`src/fnec_pkg.sv`:
```
`timescale 1ns / 1ps
// ----------------------------------------------------------------------------
// fnec_pkg: shared types and constants
// Store depths, operation codes, register indexes and the command record
// that travels from the front end to the back end.
// ----------------------------------------------------------------------------
package fnec_pkg;

    localparam int VERTEX_DEPTH = 4096;
    localparam int FACET_DEPTH  = 8192;
    localparam int VA_W         = $clog2(VERTEX_DEPTH);
    localparam int FA_W         = $clog2(FACET_DEPTH);

    localparam int QUEUE_DEPTH  = 4;
    localparam int QA_W         = $clog2(QUEUE_DEPTH);

    // Operation codes of the input item.
    localparam logic [1:0] OP_VWR = 2'd0;
    localparam logic [1:0] OP_FWR = 2'd1;
    localparam logic [1:0] OP_QRY = 2'd2;

    // Configuration register indexes.
    localparam logic [1:0] CFG_SIN_LAT = 2'd0;
    localparam logic [1:0] CFG_COS_LAT = 2'd1;
    localparam logic [1:0] CFG_SIN_LON = 2'd2;
    localparam logic [1:0] CFG_COS_LON = 2'd3;

    localparam logic signed [31:0] ONE_Q30 = 32'sh4000_0000;

    // One classified command waiting for the back end.
    typedef struct packed {
        logic [1:0]  kind;
        logic [12:0] index;
        logic        bad;
        logic [31:0] east;
        logic [31:0] north;
        logic [31:0] up;
        logic [11:0] vtx0;
        logic [11:0] vtx1;
        logic [11:0] vtx2;
    } t_cmd;

endpackage

```
`src/fnec_front.sv`:
```
`timescale 1ns / 1ps
// ----------------------------------------------------------------------------
// fnec_front: input classification and command queue
// Drops items that cause no action and queues the rest in order.
// ----------------------------------------------------------------------------
module fnec_front
    import fnec_pkg::*;
(
    input  logic        i_clk,
    input  logic        i_rst_n,
    input  logic        i_in_valid,
    output logic        o_in_stall,
    input  logic [1:0]  i_op,
    input  logic [12:0] i_index,
    input  logic [31:0] i_east,
    input  logic [31:0] i_north,
    input  logic [31:0] i_up,
    input  logic [11:0] i_first_vertex,
    input  logic [11:0] i_second_vertex,
    input  logic [11:0] i_third_vertex,
    output t_cmd        o_cmd,
    output logic        o_cmd_valid,
    input  logic        i_cmd_pop
);

    t_cmd            r_queue [QUEUE_DEPTH];
    logic [QA_W-1:0] r_wp;
    logic [QA_W-1:0] r_rp;
    logic [QA_W:0]   r_cnt;
    t_cmd            cmd;
    logic            keep;
    logic            push;
    logic            pop;
    logic            vtx_ok;
    logic            fac_ok;

    // Classify the incoming item.
    always_comb begin
        vtx_ok    = 32'(i_index) < 32'(VERTEX_DEPTH);
        fac_ok    = 32'(i_index) < 32'(FACET_DEPTH);
        cmd.kind  = i_op;
        cmd.index = i_index;
        cmd.bad   = !fac_ok;
        cmd.east  = i_east;
        cmd.north = i_north;
        cmd.up    = i_up;
        cmd.vtx0  = i_first_vertex;
        cmd.vtx1  = i_second_vertex;
        cmd.vtx2  = i_third_vertex;
        case (i_op)
            OP_VWR:  keep = vtx_ok;
            OP_FWR:  keep = fac_ok;
            OP_QRY:  keep = 1'b1;
            default: keep = 1'b0;
        endcase
    end

    assign o_in_stall  = (r_cnt == (QA_W + 1)'(QUEUE_DEPTH));
    assign push        = i_in_valid && !o_in_stall && keep;
    assign pop         = i_cmd_pop && (r_cnt != '0);
    assign o_cmd_valid = (r_cnt != '0);
    assign o_cmd       = r_queue[r_rp];

    // Queue storage.
    always_ff @(posedge i_clk) begin
        if (push) begin
            r_queue[r_wp] <= cmd;
        end
    end

    // Queue pointers and fill count.
    always_ff @(posedge i_clk) begin
        if (!i_rst_n) begin
            r_wp  <= '0;
            r_rp  <= '0;
            r_cnt <= '0;
        end else begin
            if (push) begin
                r_wp <= r_wp + 1'b1;
            end
            if (pop) begin
                r_rp <= r_rp + 1'b1;
            end
            if (push && !pop) begin
                r_cnt <= r_cnt + 1'b1;
            end else if (pop && !push) begin
                r_cnt <= r_cnt - 1'b1;
            end
        end
    end

endmodule

```
`config.mk`:
```
export PLATFORM = sky130hd
export DESIGN_NAME = fnec_front
export DESIGN_NICKNAME = d
export VERILOG_FILES = /design/src/fnec_pkg.sv /design/src/fnec_front.sv
export SDC_FILE = /design/constraint.sdc
export NUM_CORES = 1
export LEC_CHECK = 0
export BUFFER_PORTS_ARGS = -buffer_cell sky130_fd_sc_hd__buf_4
export CAP_MARGIN = 5
export CORE_MARGIN = 5
export CORE_UTILIZATION = 45
export CTS_CLUSTER_SIZE = 16
export DETAILED_ROUTE_END_ITERATION = 8
export PLACE_DENSITY = 0.74
export SETUP_SLACK_MARGIN = 0.15
export SLEW_MARGIN = 20
export SYNTH_ARGS = -nofsm -noshare
export SYNTH_HDL_FRONTEND = slang
export SYNTH_SLANG_ARGS = --single-unit
```
`constraint.sdc`:
```
create_clock -name i_clk -period 6.6 [get_ports i_clk]
set_clock_uncertainty 0.05 [all_clocks]
set_input_delay 0.33 -clock i_clk [delete_from_list [all_inputs] [get_ports i_clk]]
set_output_delay 0.33 -clock i_clk [all_outputs]
set_load 0.01 [all_outputs]
```
### After elaboration in Yosys (flattened, before gate mapping)

Memory sizes are Yosys's and may differ from the RTL's. A register that Yosys moved wholly into a read port is not among the register bits.
Index checks and enable logic that the tools add are counted.

| storage, ports and cells | value |
|---|---|
| memories kept | 1 |
| bits in writable memories | 588 |
| input port bits | 151 |
| bits in registers | 7 |
| output and inout port bits | 150 |

| operators by class | value |
|---|---|
| reduce and logical (&&, ||, !) cells | 12 |
| add/subtract/negate cells | 4 |
| magnitude comparators | 1 |
| mux-type cells | 7 |
| equality and inequality tests | 3 |

Memory list:

| memory | depth | bits a word | rd ports | clocked after memory_dff | wr ports | RTL line | text |
|---|---|---|---|---|---|---|---|
| r_queue | 4 | 147 | 1 | 1 | 1 | fnec_front.sv:26 | `t_cmd r_queue [QUEUE_DEPTH];` |

Operators with widths:

| kind | number |
|---|---|
| 13-bit less-than comparator, second input constant | 1 |
| 3-bit 2-to-1 mux | 2 |
| 1-bit logical AND | 5 |
| 2-bit by 1-bit adder with 2-bit output, second input constant | 2 |
| 2-bit 2-to-1 mux | 2 |
| 3-bit by 1-bit adder with 3-bit output, second input constant | 1 |
| 3-bit equality test, second input constant | 1 |
| 1-bit logical NOT | 3 |
| 3-bit nonzero test | 1 |
| 3-bit by 1-bit subtractor with 3-bit output, second input constant | 1 |
| 2-bit by 1-bit equality test with 1-bit output, second input constant | 1 |
| 2-bit equality test, second input constant | 1 |
| 2-bit logical NOT | 1 |
| 1-bit 2-to-1 mux | 2 |
| 1-bit case mux with 2 select lines | 1 |
| 2-bit nonzero test | 1 |
| 2-bit OR reduction | 1 |

### Depth between registers and ports, before layout

| logic depth | value |
|---|---|
| depth after elaboration | 8 |
| depth in mapped cells | 10 |
| depth with buffers taken out | 10 |

### Worst setup path before layout

No wires, ideal clock.

| timing | value |
|---|---|
| path kind | in2reg |
| start | in i_op[0] |
| end | mem r_queue[0][0] (netlist name), enable pin |
| cell stages on the path | 5 |
| arrival | 4.537 ns |
| library setup time | 0.524 ns |
| path buffers | 0 |
| setup slack | 1.489 ns |
| cell sequence | inv_1 > ha_1 > inv_1 > a2111oi_4 > and2_1 |

| on the way | value |
|---|---|
| word-level cells in the longest chain between the ends | 6 |
| elaborated cells between the ends (all ways) | 8 |
| those cells by class | eq/ne (2); mux (3); reduce/logical (3) |

Ends and longest elaborated chain:

| what | RTL line | text |
|---|---|---|
| start: declaration | fnec_front.sv:13 | `input logic [1:0] i_op,` |
| 2-bit equality test or 2-bit by 1-bit equality test with 1-bit output (tied branches) | fnec_front.sv:50 | `case (i_op)` |
| 2-bit OR reduction (no source line) | - |  |
| 1-bit case mux with 2 select lines (*) | fnec_front.sv:50 |  |
| 1-bit logical AND (*) | fnec_front.sv:59 | `assign push = i_in_valid && !o_in_stall && keep;` |
| via push | fnec_front.sv:32 | `logic push;` |
| 1-bit 2-to-1 mux (*) | fnec_front.sv:66 | `if (push) begin` |
| 1-bit 2-to-1 mux (implied by the code) (*) | fnec_front.sv:67 | `r_queue[r_wp] <= cmd;` |
| end: declaration | fnec_front.sv:26 |  |

Mark *: on every way through the listed nets, which the timed path passes. The rest lies on a longest branch.

==> results.md <==
* Hold Crit Endpoint: r_wp[0]$_SDFFE_PN0P_
* Layout area overhead at 29.3%
* Die width at approximately 230 um
* Top-count cell post-synth: edfxtp_1
* Leakage at about 9.4 nW
* Largest net degree at the start of global routing at about 130
* Maximum clock insertion buffer count at 3
* Fin crit period at between 3 and 4 ns
* Min-Delay Path Depth at 4
* Slew Limit Fails at 0
* Final Hold Vio Count at 0
* Worst R2R End: r_queue[0][15]$_DFFE_PP_
* Antenna violations before repair at 4
* Crit path DAT at 3.10 ns
* Vias/cell at 5.24
* RSZ-0062 raised after global routing: false
* Max cap viols at 0
* Minimum hold slack at 0.126 ns
* Filler cells at between 3000 and 4000
* CP Class: flip-flop to primary output
* Share of cells above drive strength 1 at between 40% and 50%
* Number of routed nets with antenna violations at 0
* Final Wtd Congestion at about 0.7
* Top cell type's share of synthesized area at 81.0%
* Worst hold start: i_in_valid
* Syn Std Cell Area at ~22000 um2
* Register area share after synthesis at 81.8%
* GRT Residual Overflow at 0
* Starting DRT DRC Count at around 600
* Routed WL per cell at roughly 23 um
* Core area at about 48000 um2
* RR Startpoint: r_cnt[0]$_SDFFE_PN0P_
* Main synth FF type: edfxtp_1
* Post-CTS resize count at 0
* Synth cell count leaders: edfxtp_1 (588), mux4_2 (144), buf_6 (13), buf_2 (12), dfxtp_1 (9)
* Yosys cell types at 29
* CTS Buf Count at 60
* Post-CTS setup buffer count at 0
* Slew @ Worst Pin at approximately 0.9 ns
* Avg Inst Size Synth at around 26 um2
* GRT Overall Usage at between 10% and 20%
* CTS tree: yes
* Synth warnings at 0
* Final setup violation count at 0
* R2r setup slk at between 3 and 4 ns
* Power density cells at 350 nW/um2
* Crit path capture type: primary output
* Setup TNS at 0 ns
* Drt pass-1 iters at 5
* # port buffers at between 200 and 300
* Detailed Route WL at 44.9 mm
* Status: completed
* Relative slew slack at about two fifths
* Worst hold path type: input pin to flip-flop
* Post-synth EDFFs at roughly 590
* Nets at roughly 1500
* Max Clk Rate at between 0.2 and 0.3 GHz
* Initial core utilization at 45.6%
* Asr flop ratio synth at 0%
* Vias in the first global route at 11400
* Total power draw at ~9.9 mW
* Mapped Cells at 824
* Final worst path period share at a little over half
* First-pass GRT wire length at around 70 mm
* Area contributors post-synth: edfxtp_1 (81%), mux4_2 (15%), dfxtp_1 (0.83%), buf_6 (0.67%), ha_1 (0.40%)
* H-tree levels at 2
* R2R depth at 4
* Die Area at 53000 um2
* FP Rows at 80
* Maximum fanout along the worst path at 96
* Cell accounting for the most synthesized area: edfxtp_1
* Synth Register Bits at ~600
* Later-pin clock latency in the skew report at roughly 0.6 ns
* Post-detail-place hpwl at about 25 mm
* Clk root buf: clkbuf_16
* Residual DRC at 0
* Die H at about 230 um
* Worst path required time at a little over 6 ns
* Clock Pin Slew Worst Setup and Hold Paths at approximately 0.060 ns
* Clk sink count at slightly below 600
* Startpoint types: flip-flop
* Max IR drop VDD at around 230 uV
* Vias after detailed routing at 10300
* IO Count at about 300
* Net count after synthesis at 983
## worst max-delay path by stage
stage,cells after the start,to
6_report,3,o_cmd[114]
3_3_place_gp,7,r_queue[0][88]$_DFFE_PP_
5_1_grt,3,o_cmd[114]
2_1_floorplan,5,r_queue[0][0]$_DFFE_PP_
4_1_cts,3,o_cmd[114]
3_5_place_dp,7,r_queue[0][89]$_DFFE_PP_
## flip-flops by register name, summed over array words and instances (netlist names), named ones only
register and count:
r_queue 588, r_rp 2, r_wp 2, r_cnt 3
## stage by stage
stage          util, %  worst slack, ns  instances  instance area [um2]
6_report          58.9             3.12       1973                28200
5_1_grt           58.9             2.77       1973                28200
3_3_place_gp      51.6             3.42       1711                24700
3_5_place_dp      51.6             3.39       1712                24700
4_1_cts           58.9             2.93       1971                28200
2_1_floorplan        -             1.49        824                21800
## critical path, stage by stage (launching register included)
cell     delay [ns]
dfxtp_4        0.91
buf_12         0.69
mux4_1         0.66
buf_4          0.16
## routing by layer
metal	GRT usage, %	vias up	part of all wire (%)
met4	6.26	4	3.2
met3	4.40	88	6.0
met1	20.9	5422	39
met5	0	-	0.060
li1	-	4528	-
met2	29.1	292	52
## final cells by class
class | count | area, um2 | share of cell area (%)
inverters | 7 | 26.3 | 0.0932
clock buffers | 71 | 1600 | 5.69
repair buffers | 456 | 3870 | 13.7
well taps | 615 | 769 | 2.73
diodes | 2 | 5.00 | 0.0178
clock inverters | 40 | 410 | 1.46
flip-flops and latches | 597 | 17800 | 63.3
multi-input cells | 185 | 3660 | 13.0
## repair_timing
item | CTS | global route
endpoints found under the setup margin | 0 | 0
hold buffers | 148 | 0
hold endpoints to repair | 597 | 0
## cell families (layout without fill, tap and decap cells)
group	after synthesis	in the layout	synth area share (%)
simple gates	17	17	0.447
fa+ha+maj	8	8	0.493
other cells	1	3	0.0172
xor+xnor	4	4	0.161
buf+inv	42	574	1.47
compound gates	5	5	0.258
mux	150	150	15.4
flops	597	597	81.8
## cell usage in the layout, fill, tap and decap left out, types with 2 or more instances in the layout
cell type,n
and2_1,4
and2_4,4
buf_12,6
buf_4,302
bufinv_16,7
clkbuf_1,6
clkbuf_16,61
clkbuf_8,4
clkinv_1,9
clkinv_2,10
clkinv_4,3
clkinvlp_4,7
dfxtp_1,7
dfxtp_4,2
diode_2,2
dlygate4sd3_1,148
edfxtp_1,588
ha_1,7
inv_1,7
inv_6,3
mux2i_1,3
mux4_1,3
mux4_2,144
nand2_1,4
or3_1,2
xnor2_1,3
## where the power goes
group | internal, mW | total (mW) | leakage [nW] | switching [mW]
logic | 1.11 | 2.00 | 3.07 | 0.892
registers | 4.33 | 4.46 | 5.40 | 0.124
clock network | 2.01 | 3.41 | 0.973 | 1.39
Power figures use the tool's default switching activity.
